--- src/design/spid_pkg.sv ---
// Shared types and constants of the speed PID controller.
`default_nettype none

package spid_pkg;

  typedef logic signed [15:0] speed_cm_t;
  typedef logic signed [18:0] target_t;
  typedef logic        [19:0] tick_time_t;
  typedef logic signed [15:0] throttle_t;
  typedef logic signed [31:0] gain_t;

  localparam int ADDR_W = 4;
  localparam int DATA_W = 32;

  localparam logic [1:0] REG_KP = 2'd0;
  localparam logic [1:0] REG_KI = 2'd1;
  localparam logic [1:0] REG_KD = 2'd2;

  localparam logic signed [23:0] PREV_ERR_RESET = 24'sd7680;
  localparam logic        [19:0] KPH_DIVISOR    = 20'd125;
  localparam logic        [25:0] KPH_ROUND      = 26'd62;

  localparam throttle_t THROTTLE_MAX = 16'sd16384;
  localparam throttle_t THROTTLE_MIN = -16'sd16384;

endpackage

`default_nettype wire

--- src/design/spid_if.sv ---
// Handshake channels for speed samples and drive commands.
`default_nettype none

interface spid_tick_if;
  logic                valid;
  logic                ready;
  spid_pkg::speed_cm_t measured_speed;
  spid_pkg::target_t   target_speed;
  spid_pkg::tick_time_t tick_time;

  modport source (output valid, output measured_speed, output target_speed,
                  output tick_time, input ready);
  modport sink (input valid, input measured_speed, input target_speed,
                input tick_time, output ready);
endinterface

interface spid_drive_if;
  logic                valid;
  logic                ready;
  spid_pkg::throttle_t throttle;
  logic                clamped;

  modport source (output valid, output throttle, output clamped, input ready);
  modport sink (input valid, input throttle, input clamped, output ready);
endinterface

`default_nettype wire

--- src/design/speed_pid_controller_core.sv ---
// Cruise-control PID core with serial divider, digit-serial multiplier and output clamp.
//
//   channel  | direction | carries
//   ---------+-----------+----------------------------------------------
//   tick     | in        | measured_speed, target_speed, tick_time
//   drive    | out       | throttle, clamped
//   APB      | in        | gain_proportional, gain_integral, gain_derivative
//
// When tick_time is zero the derivative division is skipped.
// The one-bit-per-cycle divider takes 26 steps for km/h and 37 for the derivative,
// and the 32x8 multiplier takes six steps for each of the four products.
// A new transaction is accepted as soon as the previous result sits in the output register.
// Synchronous reset clears the gains and the integral and sets the previous error to 30 km/h.
`default_nettype none

module speed_pid_controller_core (
  input  wire logic                      clk,
  input  wire logic                      rst,
  spid_tick_if.sink                      tick,
  spid_drive_if.source                   drive,
  input  wire logic                      psel,
  input  wire logic                      penable,
  input  wire logic                      pwrite,
  input  wire logic [spid_pkg::ADDR_W-1:0] paddr,
  input  wire logic [spid_pkg::DATA_W-1:0] pwdata,
  output logic      [spid_pkg::DATA_W-1:0] prdata,
  output logic                           pready
);

  localparam logic [3:0] S_IDLE  = 4'd0;
  localparam logic [3:0] S_KPH   = 4'd1;
  localparam logic [3:0] S_ERR   = 4'd2;
  localparam logic [3:0] S_EDT   = 4'd3;
  localparam logic [3:0] S_INTEG = 4'd4;
  localparam logic [3:0] S_DDIV  = 4'd5;
  localparam logic [3:0] S_TLOAD = 4'd6;
  localparam logic [3:0] S_TMUL  = 4'd7;
  localparam logic [3:0] S_TACC  = 4'd8;
  localparam logic [3:0] S_OUT   = 4'd9;

  localparam logic [1:0] T_PROP  = 2'd0;
  localparam logic [1:0] T_INTEG = 2'd1;
  localparam logic [1:0] T_DERIV = 2'd2;

  localparam logic signed [47:0] INTEG_MAX  = {1'b0, {47{1'b1}}};
  localparam logic signed [47:0] INTEG_MIN  = {1'b1, {47{1'b0}}};
  localparam logic        [56:0] TERM_LIMIT = {1'b1, 56'd0};
  localparam logic signed [59:0] ONE_Q24    = 60'sd16777216;
  localparam logic signed [59:0] M_ONE_Q24  = -60'sd16777216;

  logic [3:0]  state;
  logic [5:0]  cnt;
  logic [1:0]  tsel;

  spid_pkg::gain_t gain_proportional;
  spid_pkg::gain_t gain_integral;
  spid_pkg::gain_t gain_derivative;

  logic                     s_neg;
  spid_pkg::target_t        target_r;
  spid_pkg::tick_time_t     dt_r;
  logic signed [20:0]       err;
  logic signed [23:0]       prev_err;
  logic signed [47:0]       integ;
  logic                     dneg;

  logic [37:0] dq;
  logic [19:0] rem;
  logic [19:0] dvs;

  logic [31:0] mc;
  logic [47:0] mp;
  logic [79:0] prod;
  logic        mneg;
  logic signed [59:0] sum;

  logic                  result_valid;
  spid_pkg::throttle_t   result_throttle;
  logic                  result_clamped;

  logic        cfg_write;
  logic [15:0] speed_mag;
  logic [25:0] kph_dividend;
  logic [20:0] div_shift;
  logic        div_ge;
  logic [20:0] div_sub;
  logic [19:0] rem_next;
  logic [37:0] dq_next;
  logic [39:0] mul_top;
  logic [79:0] prod_next;
  logic signed [20:0] kph_s;
  logic signed [20:0] err_w;
  logic [20:0] err_w_mag;
  logic [20:0] err_mag;
  logic signed [48:0] ed_term;
  logic signed [48:0] integ_sum;
  logic signed [47:0] integ_next;
  logic signed [23:0] diff;
  logic [20:0] diff_mag;
  logic [31:0] kp_mag;
  logic [31:0] ki_mag;
  logic [31:0] kd_mag;
  logic [47:0] integ_mag;
  logic [79:0] term_q;
  logic        term_sat;
  logic [56:0] term_mag;
  logic signed [59:0] term_ext;
  logic signed [26:0] rnd;
  logic        over;
  logic        under;
  logic        out_free;

  assign pready    = 1'b1;
  assign cfg_write = psel && penable && pwrite && pready;

  always_comb begin
    case (paddr[3:2])
      spid_pkg::REG_KP: prdata = gain_proportional;
      spid_pkg::REG_KI: prdata = gain_integral;
      spid_pkg::REG_KD: prdata = gain_derivative;
      default:          prdata = '0;
    endcase
  end

  assign tick.ready     = (state == S_IDLE);
  assign drive.valid    = result_valid;
  assign drive.throttle = result_throttle;
  assign drive.clamped  = result_clamped;
  assign out_free       = !result_valid || drive.ready;

  assign speed_mag    = tick.measured_speed[15] ? 16'(-tick.measured_speed)
                                                : 16'(tick.measured_speed);
  assign kph_dividend = {speed_mag, 10'd0} + {3'd0, speed_mag, 7'd0} + spid_pkg::KPH_ROUND;

  assign div_shift = {rem, dq[37]};
  assign div_ge    = div_shift >= {1'b0, dvs};
  assign div_sub   = div_shift - {1'b0, dvs};
  assign rem_next  = div_ge ? div_sub[19:0] : div_shift[19:0];
  assign dq_next   = {dq[36:0], div_ge};

  assign mul_top   = {8'd0, prod[79:48]} + ({8'd0, mc} * {32'd0, mp[7:0]});
  assign prod_next = {mul_top, prod[47:8]};

  assign kph_s     = s_neg ? -$signed({2'b00, dq[18:0]}) : $signed({2'b00, dq[18:0]});
  assign err_w     = {{2{target_r[18]}}, target_r} - kph_s;
  assign err_w_mag = err_w[20] ? 21'(-err_w) : 21'(err_w);
  assign err_mag   = err[20] ? 21'(-err) : 21'(err);

  assign ed_term    = err[20] ? -$signed({9'd0, prod[39:0]}) : $signed({9'd0, prod[39:0]});
  assign integ_sum  = {integ[47], integ} + ed_term;
  assign integ_next = (integ_sum[48] != integ_sum[47]) ? (integ_sum[48] ? INTEG_MIN : INTEG_MAX)
                                                      : integ_sum[47:0];

  assign diff     = {{3{err[20]}}, err} - prev_err;
  assign diff_mag = diff[23] ? 21'(-diff) : 21'(diff);

  assign kp_mag    = gain_proportional[31] ? 32'(-gain_proportional) : 32'(gain_proportional);
  assign ki_mag    = gain_integral[31] ? 32'(-gain_integral) : 32'(gain_integral);
  assign kd_mag    = gain_derivative[31] ? 32'(-gain_derivative) : 32'(gain_derivative);
  assign integ_mag = integ[47] ? 48'(-integ) : 48'(integ);

  assign term_q   = (tsel == T_INTEG) ? {16'd0, prod[79:16]} : prod;
  assign term_sat = (|term_q[79:57]) || (term_q[56] && (|term_q[55:0]));
  assign term_mag = term_sat ? TERM_LIMIT : term_q[56:0];
  assign term_ext = $signed({3'd0, term_mag});

  assign over  = sum > ONE_Q24;
  assign under = sum < M_ONE_Q24;
  assign rnd   = sum[26:0] + 27'sd512;

  always_ff @(posedge clk) begin
    if (rst) begin
      gain_proportional <= '0;
      gain_integral     <= '0;
      gain_derivative   <= '0;
    end else if (cfg_write) begin
      case (paddr[3:2])
        spid_pkg::REG_KP: gain_proportional <= pwdata;
        spid_pkg::REG_KI: gain_integral     <= pwdata;
        spid_pkg::REG_KD: gain_derivative   <= pwdata;
        default: ;
      endcase
    end
  end

  always_ff @(posedge clk) begin
    if (rst) begin
      state        <= S_IDLE;
      cnt          <= '0;
      tsel         <= T_PROP;
      integ        <= '0;
      prev_err     <= spid_pkg::PREV_ERR_RESET;
      result_valid <= 1'b0;
    end else begin
      if (result_valid && drive.ready && state != S_OUT) begin
        result_valid <= 1'b0;
      end
      case (state)
        S_IDLE: begin
          if (tick.valid) begin
            s_neg    <= tick.measured_speed[15];
            target_r <= tick.target_speed;
            dt_r     <= tick.tick_time;
            dq       <= {kph_dividend, 12'd0};
            rem      <= '0;
            dvs      <= spid_pkg::KPH_DIVISOR;
            cnt      <= 6'd26;
            state    <= S_KPH;
          end
        end
        S_KPH: begin
          dq  <= dq_next;
          rem <= rem_next;
          cnt <= cnt - 6'd1;
          if (cnt == 6'd1) begin
            state <= S_ERR;
          end
        end
        S_ERR: begin
          err   <= err_w;
          mc    <= {12'd0, dt_r};
          mp    <= {27'd0, err_w_mag};
          prod  <= '0;
          cnt   <= 6'd6;
          state <= S_EDT;
        end
        S_EDT: begin
          prod <= prod_next;
          mp   <= {8'd0, mp[47:8]};
          cnt  <= cnt - 6'd1;
          if (cnt == 6'd1) begin
            state <= S_INTEG;
          end
        end
        S_INTEG: begin
          integ    <= integ_next;
          prev_err <= {{3{err[20]}}, err};
          sum      <= '0;
          tsel     <= T_PROP;
          if (dt_r == '0) begin
            dneg  <= 1'b0;
            dq    <= '0;
            state <= S_TLOAD;
          end else begin
            dneg  <= diff[23];
            dq    <= {diff_mag, 17'd0};
            rem   <= '0;
            dvs   <= dt_r;
            cnt   <= 6'd37;
            state <= S_DDIV;
          end
        end
        S_DDIV: begin
          dq  <= dq_next;
          rem <= rem_next;
          cnt <= cnt - 6'd1;
          if (cnt == 6'd1) begin
            state <= S_TLOAD;
          end
        end
        S_TLOAD: begin
          case (tsel)
            T_PROP: begin
              mc   <= kp_mag;
              mp   <= {27'd0, err_mag};
              mneg <= gain_proportional[31] ^ err[20];
            end
            T_INTEG: begin
              mc   <= ki_mag;
              mp   <= integ_mag;
              mneg <= gain_integral[31] ^ integ[47];
            end
            default: begin
              mc   <= kd_mag;
              mp   <= {11'd0, dq[36:0]};
              mneg <= gain_derivative[31] ^ dneg;
            end
          endcase
          prod  <= '0;
          cnt   <= 6'd6;
          state <= S_TMUL;
        end
        S_TMUL: begin
          prod <= prod_next;
          mp   <= {8'd0, mp[47:8]};
          cnt  <= cnt - 6'd1;
          if (cnt == 6'd1) begin
            state <= S_TACC;
          end
        end
        S_TACC: begin
          sum <= mneg ? sum - term_ext : sum + term_ext;
          if (tsel == T_DERIV) begin
            state <= S_OUT;
          end else begin
            tsel  <= tsel + 2'd1;
            state <= S_TLOAD;
          end
        end
        S_OUT: begin
          if (out_free) begin
            result_valid <= 1'b1;
            if (over) begin
              result_throttle <= spid_pkg::THROTTLE_MAX;
              result_clamped  <= 1'b1;
            end else if (under) begin
              result_throttle <= spid_pkg::THROTTLE_MIN;
              result_clamped  <= 1'b1;
            end else begin
              result_throttle <= rnd[25:10];
              result_clamped  <= 1'b0;
            end
            state <= S_IDLE;
          end
        end
        default: begin
          state <= S_IDLE;
        end
      endcase
    end
  end

`ifndef SYNTH
  a_busy_after_accept: assert property (@(posedge clk) disable iff (rst)
    tick.valid && tick.ready |=> !tick.ready)
    else $error("A second transaction was accepted while the core was busy.");

  a_div_rem_bound: assert property (@(posedge clk) disable iff (rst)
    (state == S_KPH || state == S_DDIV) |-> rem < dvs)
    else $error("The divider remainder is not below the divisor.");

  a_throttle_range: assert property (@(posedge clk) disable iff (rst)
    drive.valid |-> (drive.throttle >= spid_pkg::THROTTLE_MIN &&
                     drive.throttle <= spid_pkg::THROTTLE_MAX))
    else $error("The throttle lies outside the clamp range.");

  a_clamp_rail: assert property (@(posedge clk) disable iff (rst)
    drive.valid && drive.clamped |-> (drive.throttle == spid_pkg::THROTTLE_MAX ||
                                      drive.throttle == spid_pkg::THROTTLE_MIN))
    else $error("A clamped result is not at a rail.");
`endif

endmodule

`default_nettype wire

--- src/flat_wrapper.sv ---
// flat-port wrapper written by rule: the top's interface ports become plain ports
module speed_pid_controller_core_flat 
  (clk, rst, psel, penable, pwrite, paddr, pwdata, prdata, pready, tick_valid, tick_measured_speed, tick_target_speed, tick_tick_time, tick_ready, drive_valid, drive_throttle, drive_clamped, drive_ready);
  spid_tick_if tick_i ();
  spid_drive_if drive_i ();
  input  wire logic clk;
  input  wire logic rst;
  input  wire logic psel;
  input  wire logic penable;
  input  wire logic pwrite;
  input  wire logic [spid_pkg::ADDR_W-1:0] paddr;
  input  wire logic [spid_pkg::DATA_W-1:0] pwdata;
  output logic      [spid_pkg::DATA_W-1:0] prdata;
  output logic pready;
  input wire logic [$bits(tick_i.valid)-1:0] tick_valid;
  input wire logic [$bits(tick_i.measured_speed)-1:0] tick_measured_speed;
  input wire logic [$bits(tick_i.target_speed)-1:0] tick_target_speed;
  input wire logic [$bits(tick_i.tick_time)-1:0] tick_tick_time;
  output wire logic [$bits(tick_i.ready)-1:0] tick_ready;
  output wire logic [$bits(drive_i.valid)-1:0] drive_valid;
  output wire logic [$bits(drive_i.throttle)-1:0] drive_throttle;
  output wire logic [$bits(drive_i.clamped)-1:0] drive_clamped;
  input wire logic [$bits(drive_i.ready)-1:0] drive_ready;
  assign tick_i.valid = tick_valid;
  assign tick_i.measured_speed = tick_measured_speed;
  assign tick_i.target_speed = tick_target_speed;
  assign tick_i.tick_time = tick_tick_time;
  assign tick_ready = tick_i.ready;
  assign drive_valid = drive_i.valid;
  assign drive_throttle = drive_i.throttle;
  assign drive_clamped = drive_i.clamped;
  assign drive_i.ready = drive_ready;
  speed_pid_controller_core u_core (.clk(clk), .rst(rst), .tick(tick_i), .drive(drive_i), .psel(psel), .penable(penable), .pwrite(pwrite), .paddr(paddr), .pwdata(pwdata), .prdata(prdata), .pready(pready));
endmodule
--- config.mk ---
export PLATFORM = sky130hd
export DESIGN_NAME = speed_pid_controller_core_flat
export DESIGN_NICKNAME = d
export VERILOG_FILES = /design/src/design/spid_pkg.sv /design/src/design/spid_if.sv /design/src/design/speed_pid_controller_core.sv /design/src/flat_wrapper.sv
export SDC_FILE = /design/constraint.sdc
export NUM_CORES = 2
export LEC_CHECK = 0
export ABC_AREA = 1
export ABC_CLOCK_PERIOD_IN_PS = 6700
export BUFFER_PORTS_ARGS = -buffer_cell sky130_fd_sc_hd__clkbuf_2
export CAP_MARGIN = 20
export CORE_UTILIZATION = 55
export CTS_CLUSTER_SIZE = 12
export DETAILED_ROUTE_END_ITERATION = 8
export PLACE_DENSITY = 0.75
export SETUP_SLACK_MARGIN = 0.5
export SLEW_MARGIN = 10
export SYNTH_ARGS = -nofsm -noshare
export SYNTH_HDL_FRONTEND = slang
export SYNTH_SLANG_ARGS = --single-unit
--- constraint.sdc ---
create_clock -name clk -period 6.7 [get_ports clk]
set_clock_uncertainty 0.1 [all_clocks]
set_input_delay 1.005 -clock clk [delete_from_list [all_inputs] [get_ports clk]]
set_output_delay 1.005 -clock clk [all_outputs]
set_load 0.02 [all_outputs]
## Yosys cells after proc, flatten, opt, wreduce, memory -nomap -nowiden

Cells that the tools add are included.

- $add $sub $neg: 22
- $mul: 1
- $lt $le $gt $ge: 3
- Equality and inequality tests: 24
- Muxes and demuxes: 52
- Bitwise logic cells: 4
- Reductions and logical operators: 44

Operators by type and width:

| cell | number |
|---|---|
| case mux 80 bit (2 select lines) | 1 |
| 2-to-1 mux 48 bit | 3 |
| case mux 48 bit (3 select lines) | 1 |
| case mux 32 bit (2 select lines) | 2 |
| case mux 60 bit (2 select lines) | 1 |
| case mux 38 bit (3 select lines) | 1 |
| 2-to-1 mux 20 bit | 5 |
| 2-to-1 mux 32 bit | 3 |
| negation 32 bit | 3 |
| case mux 32 bit (3 select lines) | 1 |
| case mux 48 bit (2 select lines) | 1 |
| 2-to-1 mux 21 bit | 4 |
| 2-to-1 mux 80 bit | 1 |
| 2-to-1 mux 38 bit | 2 |
| negation 21 bit | 3 |
| adder 60 x 58 -> 60 bit | 1 |
| > comparator 60 x 26 -> 1 bit (second input constant) | 1 |
| < comparator 60 x 25 -> 1 bit (second input constant) | 1 |
| 2-to-1 mux 60 bit | 1 |
| case mux 20 bit (3 select lines) | 1 |
| subtractor 60 x 58 -> 60 bit | 1 |
| 2-to-1 mux 57 bit | 1 |
| OR reduction 56 bit | 1 |
| adder 49 bit | 1 |
| other kinds (55) | 109 |

- Bits in registers: 556
- Bits of input ports: 98
- Logic and storage cells: 175

## Logic depth before layout (Yosys ltp)

- Depth in word-level cells: 9
- Mapped depth: 44
- Mapped depth without buffers: 40

## Worst setup path before layout

Ideal clock, no wire load.

- Path kind: input to register
- From: in rst
- To: reg u_core.prod[0] (enable)
- Library setup time: 0.519 ns
- Data arrival time: 4.932 ns
- Data required time: 6.081 ns
- Slack: 1.149 ns
- Cell stages on the path: 5
- Buffers on the path: 2
- Cell sequence: clkbuf_1 -> inv_1 -> clkbuf_1 -> nand2_1 -> nor2_1

- Longest elaborated chain between the ends: 2

Ends and longest elaborated chain:

| item | line | text |
|---|---|---|
| from (decl) | flat_wrapper.sv:7 | `input wire logic rst;` |
| NOT 1 bit (no source line) | - |  |
| AND reduction 2 bit (no source line) | - |  |
| to (signal assigned) | speed_pid_controller_core.sv:228 | `prod <= prod_next;` |
| to (signal assigned) | speed_pid_controller_core.sv:284 | `prod <= prod_next;` |
| to (decl) | speed_pid_controller_core.sv:73 | `logic [79:0] prod;` |

No other way between the ends.
A chain may end at the register's enable or synchronous reset.

## Worst setup path in the final report

- From: reg u_core.tsel[1]
- To: reg u_core.sum[58] (data pin)

- Longest elaborated chain between the ends: 9

Ends and longest elaborated chain:

| item | line | text |
|---|---|---|
| from (decl) | speed_pid_controller_core.sv:53 | `logic [1:0] tsel;` |
| from (signal assigned) | speed_pid_controller_core.sv:296 | `tsel <= tsel + 2'd1;` |
| == test 2 x 1 -> 1 bit (*) | speed_pid_controller_core.sv:162 | `assign term_q = (tsel == T_INTEG) ? {16'd0, prod[79:16]} : prod;` |
| 2-to-1 mux 80 bit (*) | speed_pid_controller_core.sv:162 |  |
| OR reduction 56 bit | speed_pid_controller_core.sv:163 | `assign term_sat = (\|term_q[79:57]) \|\| (term_q[56] && (\|term_q[55:0]));` |
| logical AND 1 bit | speed_pid_controller_core.sv:163 |  |
| logical OR 1 bit | speed_pid_controller_core.sv:163 |  |
| 2-to-1 mux 57 bit (*) | speed_pid_controller_core.sv:164 | `assign term_mag = term_sat ? TERM_LIMIT : term_q[56:0];` |
| adder 60 x 58 -> 60 bit / subtractor 60 x 58 -> 60 bit (equally long branches) | speed_pid_controller_core.sv:292 | `sum <= mneg ? sum - term_ext : sum + term_ext;` |
| 2-to-1 mux 60 bit (*) | speed_pid_controller_core.sv:292 |  |
| case mux 60 bit (2 select lines) (*) | speed_pid_controller_core.sv:198 | `case (state)` |
| to (signal assigned) | speed_pid_controller_core.sv:292 |  |
| to (decl) | speed_pid_controller_core.sv:75 | `logic signed [59:0] sum;` |

Mark *: on every way between the ends. The rest lies on a longest branch, timed or not.

==> summary.txt <==
STA
  – Post-layout min period: 5920 ps
  – Final setup violation count: 0
  – Fin. Hold Viols: 0
  – F_max: 169 MHz
  – PnR worst setup slack: 781 ps
  – RSZ-0062 raised after global routing: yes
  – Max-slew headroom: 22.3%
  – Worst-Margin Slew: 1160 ps
  – Crit share post-route: 88.3%
  – Final slew viol count: 0
  – Setup TNS: 0 ps

Placement
  – Dpl ws: 531 ps
  – IO Port Bufs: 146
  – DP Wirelength: 130000 µm
  – Gpl congestion: 1.04

CTS
  – Clock-pin slew on the worst setup and hold paths: 70 ps
  – CTS buffer count: 71
  – Clock Path Buffers: 3
  – H-tree levels: 3
  – CTS Sinks: 556
  – Root Buffer: clkbuf_16
  – TritonCTS clock tree: built
  – Clock Latency Late Sink: 660 ps

Critical path
  – Max incr delay on CP: 390 ps
  – CP arrival: 6200 ps
  – Crit end category: flip-flop
  – Critical path launch point type: flip-flop
  – CP max-delay cell: o21ai_2
  – Most frequent CP cell: nand2_1
  – Crit Path Max Fanout: 8
  – Setup Crit Path Kind: flip-flop to flip-flop
  – R2r setup slk: 780 ps
  – Crit path launch: u_core.tsel[1]
  – Reg2reg path depth: 37
  – R2R Path Start: u_core.tsel[1]
  – Req. time, crit path: 6980 ps
  – Reg2reg end: u_core.sum[58]
  – Capture point of the worst path: u_core.sum[58]

Floorplanning
  – Die Area: 0.0940 mm²
  – Die Y: 307 µm
  – I/O pins: 150
  – Row count: 111
  – Core Footprint: 0.0918 mm²
  – Initial Util: 55.6%
  – Die outline width: 307 µm

Pwr
  – Clock power frac: 18.3%
  – Cell Pwr Density: 371 mW/mm²
  – Net Sw Frac: 49.4%
  – Sequential power share: 22.5%
  – VDD IR max: 352 µV
  – Pint: 0.0105 W
  – NetSw: 0.0102 W
  – Combinational power share: 59.2%
  – Leakage power: 25.8 nW

Global route
  – GRT Total Usage: 35.6%
  – Initial antenna violation count: 3
  – Vias in the first global route: 47877
  – First-pass GRT wire length: 264000 µm
  – Grt ovf: 0
  – Largest net degree at the start of global routing: 101

Logic synthesis
  – Flops & latches, synth: 556
  – Yosys warns: 0
  – Number of synthesized flops with an enable pin: 378
  – Synthesized area per cell: 7.12 µm²
  – Most used flip-flop cell after synthesis: edfxtp_1
  – Synthesized Nets: 7742
  – Mapped cell area: 0.0510 mm²
  – Count of cell types in the netlist: 60
  – Post-synth ARST share: 0%
  – Seq/Total Area, Yosys: 29.2%
  – Post-Syn Instances: 7167

Route
  – DRT Wirelength: 169000 µm
  – DRC: 0
  – Vias per inst: 5.90
  – Wire per inst: 19.8 µm
  – Vias: 50428
  – Antenna Nets Post-Route: 0
  – Iter 0 DRT Violations: 5663
  – First-pass detailed-route iteration total: 8

Layout
  – Share of layout cells above drive strength 1: 6.12%
  – Area growth from synthesis to layout: 9.21%
  – Most frequent cells in the layout: nand2_1 (1470), inv_1 (1130), a21oi_1 (695)
  – Fin nets: 7827
  – Core Util, Final: 60.7%
  – Leading cell type in the layout, fill and taps excluded: nand2_1

Min path
  – Worst Hold Class: flip-flop to flip-flop
  – Hold path cells: 2

Run
  – Max-Cap Viols: 0

Run status
  – Status: finished, final reports clean
## cells by family (layout without fill, tap and decap cells)
kind of cell / Yosys count / in the layout / synth area share [%]
flops: 556 / 556 / 29.2
fa+ha+maj: 477 / 477 / 14.9
simple gates: 2769 / 2769 / 22.4
compound gates: 1698 / 1698 / 18.4
buf+inv: 1409 / 1550 / 10.6
other cells: 1 / 4 / 0.00735
xor+xnor: 257 / 257 / 4.41
## power groups by stage
stage,logic [W],clock network (W),registers (W)
global placement,0.0115,0,0.00471
CTS,0.0118,0.00381,0.00464
detailed placement,0.0117,0,0.00471
floorplan,0.00862,0,0.00449
global route,0.0137,0.00394,0.00467
finish,0.0122,0.00378,0.00465
## state kept, by name, indices dropped and copies added, names as in the netlist, 2 cells and up
register and cells:
u_core.prod 80, u_core.integ 48, u_core.err 21, u_core.gain_derivative 32
u_core.tsel 2, u_core.cnt 6, u_core.mp 48, u_core.sum 60
u_core.state 4, u_core.dq 38, u_core.gain_proportional 32, u_core.dvs 20
u_core.prev_err 21, u_core.mc 32, u_core.target_r 19, u_core.rem 20
u_core.dt_r 20, u_core.drive.throttle 16, u_core.gain_integral 32
## through the flow
step           power [W]  instances  hold slack [ps]  instance area, µm²
2_1_floorplan     0.0131       7167              335               51000
3_3_place_gp      0.0163       8400              349               53100
3_5_place_dp      0.0164       8401              356               53100
4_1_cts           0.0203       8530              364               55300
5_1_grt           0.0223       8551              386               55700
6_report          0.0207       8554              362               55700
## how the worst min path moves through the flow
stage	startpoint	to	slack, ps
2_1_floorplan	u_core.prev_err[16]	u_core.prev_err[16]	340
3_3_place_gp	u_core.prev_err[18]	u_core.prev_err[18]	350
3_5_place_dp	u_core.prev_err[18]	u_core.prev_err[18]	360
4_1_cts	u_core.prev_err[18]	u_core.prev_err[18]	360
5_1_grt	u_core.prev_err[4]	u_core.prev_err[4]	390
6_report	u_core.prev_err[18]	u_core.prev_err[18]	360
## area by class of cell
class / instances / area, µm²
Tap cell: 1243 / 1560
Clock inverter: 33 / 314
Timing Repair Buffer: 267 / 1760
Multi-Input combinational cell: 5202 / 30900
Inverter: 1154 / 4340
Clock buffer: 96 / 1920
Antenna cell: 3 / 7.51
Sequential cell: 556 / 14900
Fill cell: 8426 / 36100
## repair_timing
item / 4_1_cts / 5_1_grt
pin swaps: 0 / 6
gates resized for setup: 1 / 34
buffers inserted: 0 / 19
hold endpoints to repair: 0 / 0
gates cloned: 0 / 1
hold buffers: 0 / 0
setup endpoints to repair: 1 / 58
## cells in the mapped netlist (all sizes together) (23+ instances only)
| cell type | n | area share (%) |
|---|---|---|
| o21ai | 652 | 6.4 |
| o31ai | 27 | 0.40 |
| o21bai | 26 | 0.38 |
| fa | 218 | 8.6 |
| clkbuf | 204 | 1.6 |
| dfxtp | 178 | 7.0 |
| a21oi | 699 | 6.9 |
| nand3 | 279 | 2.7 |
| nand4 | 77 | 0.94 |
| nor3 | 150 | 1.5 |
| o221ai | 48 | 0.82 |
| o211ai | 40 | 0.59 |
| edfxtp | 378 | 22 |
| o21a | 36 | 0.53 |
| a31oi | 57 | 0.70 |
| xnor2 | 67 | 1.2 |
| ha | 259 | 6.4 |
| nor2 | 697 | 5.2 |
| buf | 51 | 0.56 |
| xor2 | 190 | 3.3 |
| nor4 | 41 | 0.50 |
| nand2 | 1476 | 11 |
| inv | 1144 | 8.4 |
| a21o | 23 | 0.34 |
## per-layer routing
layer | up-vias | part of all wire, % | track usage (%)
met1 | 23592 | 41 | 47.2
met5 | - | 0.0077 | 0
met4 | 2 | 5.2 | 16.9
met2 | 2500 | 45 | 56.3
met3 | 474 | 9.4 | 6.31
li1 | 23860 | - | -
## worst max-delay path, delay by kind of cell, from the launching register on
kind	cells	cell delay, ps
AOI/OAI and AO/OA	9	1950
DFF	1	360
and+or+nand+nor	20	2060
adders and majority gates	3	640
buffers and inverters	5	530
(Power assumes the default switching activity.)
